===== src/hw/rtl/ptcf_pkg.sv =====
package ptcf_pkg;

  localparam int COORD_BITS = 16;
  localparam int FRAC_BITS  = 16;

  localparam int DIFF_W   = COORD_BITS + 1;
  localparam int PROD_W   = 2 * DIFF_W;
  localparam int DOT_W    = PROD_W + 2;
  localparam int WIDE_W   = 2 * DOT_W;
  localparam int SPLIT_W  = DOT_W / 2;
  localparam int HI_W     = DOT_W - SPLIT_W;
  localparam int THR_W    = 63;
  localparam int CMP_W    = ((WIDE_W > THR_W) ? WIDE_W : THR_W) + 1;
  localparam int WEIGHT_W = FRAC_BITS + 1;
  localparam int KIND_W   = 3;
  localparam int IN_W     = ((12 * COORD_BITS + 7) / 8) * 8;
  localparam int OUT_BITS = KIND_W + 2 * WEIGHT_W;
  localparam int OUT_W    = ((OUT_BITS + 7) / 8) * 8;
  localparam int DIV_LAT  = FRAC_BITS + 1;
  localparam int LAT      = 8 + DIV_LAT;

  // difference vectors: e12 e13 e23 d0 d2 d3
  localparam int N_DIFF = 6;
  localparam int DIFF_A [N_DIFF] = '{2, 3, 3, 0, 0, 0};
  localparam int DIFF_B [N_DIFF] = '{1, 1, 2, 1, 2, 3};
  localparam int DF_E12 = 0;
  localparam int DF_E13 = 1;

  localparam int N_DOT = 11;
  localparam int DOT_L [N_DOT] = '{0, 0, 1, 2, 0, 4, 3, 3, 5, 4, 5};
  localparam int DOT_R [N_DOT] = '{0, 1, 1, 2, 2, 2, 0, 1, 1, 0, 2};
  localparam int DT_A00   = 0;
  localparam int DT_A01   = 1;
  localparam int DT_A11   = 2;
  localparam int DT_S23   = 3;
  localparam int DT_E12E23 = 4;
  localparam int DT_D2E23 = 5;
  localparam int DT_B0    = 6;
  localparam int DT_B1    = 7;
  localparam int DT_D3E13 = 8;
  localparam int DT_D2E12 = 9;
  localparam int DT_D3E23 = 10;

  typedef logic signed [DIFF_W-1:0] diff_t;
  typedef logic signed [PROD_W-1:0] prod_t;
  typedef logic signed [DOT_W-1:0]  dot_t;
  typedef logic signed [WIDE_W-1:0] wide_t;
  typedef logic [WEIGHT_W-1:0]      weight_t;

  typedef enum logic [KIND_W-1:0] {
    FK_VERT_A  = 3'd0,
    FK_VERT_B  = 3'd1,
    FK_VERT_C  = 3'd2,
    FK_EDGE_AB = 3'd3,
    FK_EDGE_BC = 3'd4,
    FK_EDGE_CA = 3'd5,
    FK_FACE    = 3'd6
  } feature_e;

  typedef enum logic [2:0] {
    WS_ZERO   = 3'd0,
    WS_ONE    = 3'd1,
    WS_Q0     = 3'd2,
    WS_INV_Q0 = 3'd3,
    WS_Q1     = 3'd4
  } wsel_e;

  typedef struct packed {
    feature_e kind;
    wsel_e    wb;
    wsel_e    wc;
  } tag_t;

  localparam weight_t ONE_Q = {1'b1, {FRAC_BITS{1'b0}}};

  localparam tag_t TAG_VA = '{kind: FK_VERT_A, wb: WS_ZERO, wc: WS_ZERO};
  localparam tag_t TAG_VB = '{kind: FK_VERT_B, wb: WS_ONE,  wc: WS_ZERO};
  localparam tag_t TAG_VC = '{kind: FK_VERT_C, wb: WS_ZERO, wc: WS_ONE};

  function automatic weight_t pick_weight(wsel_e s, weight_t q0, weight_t q1);
    weight_t w;
    case (s)
      WS_ZERO:   w = '0;
      WS_ONE:    w = ONE_Q;
      WS_Q0:     w = q0;
      WS_INV_Q0: w = ONE_Q - q0;
      WS_Q1:     w = q1;
      default:   w = '0;
    endcase
    return w;
  endfunction

endpackage


===== src/hw/rtl/ptcf_wide_mul.sv =====
module ptcf_wide_mul (
  input  logic                   clk_i,
  input  logic                   en_i,
  input  ptcf_pkg::dot_t         a_i,
  input  ptcf_pkg::dot_t         b_i,
  output ptcf_pkg::wide_t        p_o
);
  import ptcf_pkg::*;

  logic signed [2*HI_W-1:0]       hh_q;
  logic signed [HI_W+SPLIT_W:0]   hl_q;
  logic signed [HI_W+SPLIT_W:0]   lh_q;
  logic        [2*SPLIT_W-1:0]    ll_q;
  wide_t                          p_q;

  // split product: signed high halves, unsigned low halves
  always_ff @(posedge clk_i) begin
    if (en_i) begin
      hh_q <= $signed(a_i[DOT_W-1:SPLIT_W]) * $signed(b_i[DOT_W-1:SPLIT_W]);
      hl_q <= $signed(a_i[DOT_W-1:SPLIT_W]) * $signed({1'b0, b_i[SPLIT_W-1:0]});
      lh_q <= $signed({1'b0, a_i[SPLIT_W-1:0]}) * $signed(b_i[DOT_W-1:SPLIT_W]);
      ll_q <= a_i[SPLIT_W-1:0] * b_i[SPLIT_W-1:0];
      p_q  <= (WIDE_W'(hh_q) <<< (2 * SPLIT_W))
            + ((WIDE_W'(hl_q) + WIDE_W'(lh_q)) <<< SPLIT_W)
            + $signed(WIDE_W'({1'b0, ll_q}));
    end
  end

  assign p_o = p_q;

endmodule


===== config.mk =====
export PLATFORM = sky130hd
export DESIGN_NAME = ptcf_wide_mul
export DESIGN_NICKNAME = d
export VERILOG_FILES = /design/src/hw/rtl/ptcf_pkg.sv /design/src/hw/rtl/ptcf_wide_mul.sv
export SDC_FILE = /design/constraint.sdc
export NUM_CORES = 2
export LEC_CHECK = 0
export BUFFER_PORTS_ARGS = -buffer_cell sky130_fd_sc_hd__buf_4
export CAP_MARGIN = 20
export CORE_MARGIN = 2
export CORE_UTILIZATION = 30
export CTS_CLUSTER_SIZE = 12
export DETAILED_ROUTE_END_ITERATION = 8
export PLACE_DENSITY = 0.44
export REMOVE_ABC_BUFFERS = 1
export SLEW_MARGIN = 30
export SYNTH_ARGS = -nofsm -noshare
export SYNTH_HDL_FRONTEND = slang
export SYNTH_SLANG_ARGS = --single-unit

===== constraint.sdc =====
create_clock -name clk_i -period 14 [get_ports clk_i]
set_input_delay 0.7 -clock clk_i [delete_from_list [all_inputs] [get_ports clk_i]]
set_output_delay 0.7 -clock clk_i [all_outputs]
set_load 0.02 [all_outputs]

; After elaboration in Yosys (flattened, before gate mapping)
; Cells that the tools add are included.
[word_totals]
regBits = 218
output_inout_bits = 72
[classes]
n_addsub = 3
mul = 4
[ops]
columns = op, count
row1 = adder 72 x 37 -> 72 bit, 1
row2 = adder 72 x 56 -> 72 bit, 1
row3 = multiplier 18 x 18 -> 36 bit, 2
row4 = adder 37 x 37 -> 38 bit, 1
row5 = multiplier 18 x 19 -> 37 bit, 1
row6 = multiplier 19 x 18 -> 37 bit, 1

; Logic depth before layout (Yosys ltp)
[depth]
ltp_word = 3
depth_mapped = 27

; Least setup slack after synthesis
; No wires, ideal clock.
[synth_path]
path_type = input-to-reg
startpoint = in a_i[28]
endpoint = reg hh_q[35] (data pin)
setup_ns = 0.262
t_arrival_ns = 6.437
setup_slack_ns = 7.301
stages = 22
path_cell_list = clkbuf_1 > clkbuf_1 > nand2_1 > fa_1 > fa_1 > fa_1 > fa_1 > inv_1 > fa_1 > inv_1 > fa_1 > inv_1 > ha_1 > and2_1 > o2111ai_1 > and2_1 > a21bo_2 > a211o_1 > a211oi_1 > o31ai_1 > a21oi_1 > xor2_1
[synth_via]
elab_chain_len = 1
[synth_lines]
columns = item, line
row1 = "start, declared", ptcf_wide_mul.sv:4  ; input ptcf_pkg::dot_t a_i,
row2 = multiplier 18 x 18 -> 36 bit, ptcf_wide_mul.sv:19  ; hh_q <= $signed(a_i[DOT_W-1:SPLIT_W]) * $signed(b_i[DOT_W-1:SPLIT_W]);
row3 = "end signal, assigned", ptcf_wide_mul.sv:19
row4 = "end, declared", ptcf_wide_mul.sv:10  ; logic signed [2*HI_W-1:0] hh_q;
; No other way between the ends.
; A chain may end at the register's enable or synchronous reset.

; Final worst setup path
[layout_path]
startpoint = reg lh_q[0]
endpoint = reg p_q[69] (netlist: p_o[69]) (data pin)
[layout_via]
elab_chain_len = 3
[layout_lines]
columns = item, line
row1 = "start, declared", ptcf_wide_mul.sv:12  ; logic signed [HI_W+SPLIT_W:0] lh_q;
row2 = "start signal, assigned", ptcf_wide_mul.sv:21  ; lh_q <= $signed({1'b0, a_i[SPLIT_W-1:0]}) * $signed(b_i[DOT_W-1:SPLIT_W]);
row3 = adder 37 x 37 -> 38 bit, ptcf_wide_mul.sv:24  ; + ((WIDE_W'(hl_q) + WIDE_W'(lh_q)) <<< SPLIT_W)
row4 = adder 72 x 56 -> 72 bit, ptcf_wide_mul.sv:24
row5 = adder 72 x 37 -> 72 bit, ptcf_wide_mul.sv:25  ; + $signed(WIDE_W'({1'b0, ll_q}));
row6 = "end signal, assigned", ptcf_wide_mul.sv:23  ; p_q <= (WIDE_W'(hh_q) <<< (2 * SPLIT_W))
row7 = "end, declared", ptcf_wide_mul.sv:14  ; wide_t p_q;
; No other way between the ends.

==> flow_summary.toml <==
[cts]
htree_levels = 1
buffer_cell_driving_the_clock_tree_root = "clkbuf_16"
clk_pin_slew_worst_paths_ns = 0.06
hold_buffers = 0
post-cts-setup-buffer-count = 0
tritoncts_num_sinks = 218
post_cts.resized_instances = 0
cts_tree = "yes"
ctsLongestPathBuffers = 3
inserted_clock_buffers = 31
worstSkewPairLatency_ns = 0.64

[synth]
post_synth_instance_area_mm2 = 0.0571
synth_top_area_share_pct = 41.1
synth-seq-cells = 218
ys_types = 77
seq_area_frac_synth_pct = 11.5
share_of_flip_flops_with_an_asynchronous_set_or_reset_after_synthesis_pct = 0
synthCells = 6048
xor_xnor_fraction_of_synth_area_pct = 3.38
synth-compound-area-share_pct = 6.38
synth.avg_cell_area_um2 = 9.44
ys_warn_count = 0
synth.mux.area_fraction_pct = 0.0351
synth_top_family_by_area = "adder cells"
post_synth_fa_ha_maj_area_fraction_pct = 53.0
biggest_area_consumer_among_synthesized_cells = "fa_1"
yosys.area_share.simple_pct = 14.7
post_synth_main_area_contributors = "fa_1 (41%), ha_1 (12%), edfxtp_1 (11%)"
synth-edff-count = 218
postSynth.topFlopCell = "edfxtp_1"

[placement]
place_hpwl_um = 120000
port-buffer-count = 145
dp_slack_ns = 6.25
globalplace.congestion = 0.809

[sta]
postLayoutSetupSlackWorst_ns = 6.52
clock.fmax_mhz = 134
report.final.hold_viol_count = 0
period_minus_slack_ns = 7.48
fin_max_slew_vios = 0
relSlewSlack_pct = 33.1
clock-skew-final_ns = 0.0186
worst_slew_pin_slew_ns = 0.996
setup_total_negative_slack_ns = 0
post-route-period-util_pct = 53.4
setup_viol = 0
setup_repair_after_global_routing_missed_its_margin = "no"

[global_routing]
grt_start_max_net_pins = 93
grt-ovfl-total = 0
initial_antenna_violation_count = 9
grt_pass1_wl_um = 255000
grtUsageTotal_pct = 17.0
first_global_vias = 43700

[min_path]
hold_path_startpoint = "ll_q[8]"
hold_path_end = "p_o[8]"
min-delay-path-class = "register to register"
worst_hold_path.num_cells = 0

[cells_and_area]
final_net_count = 7755
layout-drive-gt1-share_pct = 3.67
layout_commonest_cell = "inv_1"
mostFrequentLayoutCells = "inv_1 (1398), fa_1 (1172), and2_1 (673), nand2_1 (644), ha_1 (542)"
layout-area-overhead-vs-synth_pct = 7.51
finalCoreUtilization_pct = 32.4

[routing]
wl_um = 156000
average_wire_per_standard_cell_um = 18.4
postRouteAntennaNets = 0
drt_iter0_markers = 1780
detail_route.vias_per_cell = 4.62
routed-via-count = 39300
dr.pass1.iters = 5
remaining_drc_errors = 0

[setup_path]
worstPathRequired_ns = 14.39
worst-path-max-fanout = 8
regToRegSetupSlack_ns = 6.52
timing.critical_path.to_type = "register"
criticalPathCategory = "register to register"
r2r_end = "p_o[69]"
worstReg2RegStart = "lh_q[0]"
r2r_cells = 22
setup.worst_path.start_class = "register"
worst-endpoint-arrival_ns = 7.87

[floorplan]
fp-row-count = 160
core-area_mm2 = 0.190
die_h_um = 440
initial_core_util_pct = 30.1
floorplan.die_area_mm2 = 0.194
die_w_um = 440
top_level_ports = 146

[run]
drv.max_cap_violation_count = 0

[outcome]
run_status = "complete, no violations"
cells by family (layout without fill, tap and decap cells):
family / after synthesis / after routing
other: 0 / 3
multiplexers: 2 / 2
flip-flops: 218 / 218
AND/OR/NAND/NOR: 1661 / 1661
buffers and inverters: 1673 / 1614
adder cells (fa/ha/maj): 1714 / 1714
XOR/XNOR: 220 / 220
AO/OA/AOI/OAI: 560 / 560
cell type report:
cell class              instances  area, µm²
multi-input cells            4157      44200
clock buffers                  34        787
fillers                     19800     128000
clock inverters                21        171
well taps                    2511       3140
repair buffers                161       1220
inverters                    1398       5250
flip-flops and latches        218       6550
diodes                          3       7.51
synthesized netlist by cell type (3+ instances only):
cell          n
xnor2_1     167
o2111ai_1     3
fa_1       1172
ha_1        542
nand2b_1     53
nor4_1        4
nor2b_1      22
edfxtp_1    218
o21ai_0      62
a2111oi_0    11
nand4_1      19
a21o_1       93
a2111o_1      3
or2_2         3
and3_1       11
and2_1      673
a41o_1        3
o21ai_1      28
clkbuf_1    267
buf_2         4
nand2_1     644
o31a_1        3
a41oi_1       5
nor3_1       28
a211oi_1     15
a221oi_1      5
a21oi_1     198
xor2_1       53
nor2_1      142
a21boi_0      4
o31ai_1       9
nand3_1      31
or3_1        12
a31o_2        3
o21bai_1     33
o211ai_1      8
nor3b_1       4
o21a_1       29
inv_1      1398
a31oi_1       7
and4_1        5
a211o_1       8
critical path: stages, from the launching register on:
cell	delay (ns)
edfxtp_1	0.43
ha_1	0.25
fa_1	0.40
a21oi_1	0.22
o21ai_0	0.21
a2111oi_1	0.84
nor3_1	0.37
o211ai_1	0.45
nand2_1	0.27
nand3_1	0.17
nand2_1	0.07
a21oi_1	0.18
xnor2_1	0.25
ha_1	0.55
nand4_2	0.16
or3_1	0.43
or4b_1	0.51
a211oi_2	0.38
nor2_1	0.17
o31ai_2	0.37
nand4_1	0.22
o21ai_1	0.24
xor2_1	0.09
metrics by stage:
stage                     cell area [µm²]  hold slack [ns]  cells
after floorplan                     56000            0.400   5773
after global placement              60400            0.401   8445
after detailed placement            60400            0.409   8445
after CTS                           61300            0.422   8500
after global routing                61300            0.424   8501
final                               61400            0.418   8503
state kept, by name (all words and copies together), names as in the netlist:
name,cells
ll_q,36
hh_q,36
lh_q,37
p_o,72
hl_q,37
routing by layer:
| layer | up-vias | part of all wire, % | wire length (µm) | global-route usage [%] |
|---|---|---|---|---|
| met4 | 8 | 1.6 | 2570 | 2.78 |
| met1 | 20500 | 48 | 74400 | 24.0 |
| met3 | 101 | 3.6 | 5590 | 1.57 |
| li1 | 18100 | - | - | - |
| met5 | - | 0.028 | 43 | 0 |
| met2 | 590 | 47 | 73500 | 28.6 |
worst max-delay path by stage:
stage                     startpoint       end  slack (ns)  cells after the start
after detailed placement     a_i[33]  hh_q[32]        6.25                     23
after floorplan              b_i[35]  lh_q[35]        7.67                     20
final                        lh_q[0]   p_o[69]        6.52                     22
after CTS                    lh_q[0]   p_o[69]        6.62                     22
after global routing         lh_q[0]   p_o[69]        6.25                     22
after global placement       a_i[10]  lh_q[36]        6.27                     22
Power is not shown: default switching activity piles up to over one toggle a cycle in this logic, so the estimate is an artifact.
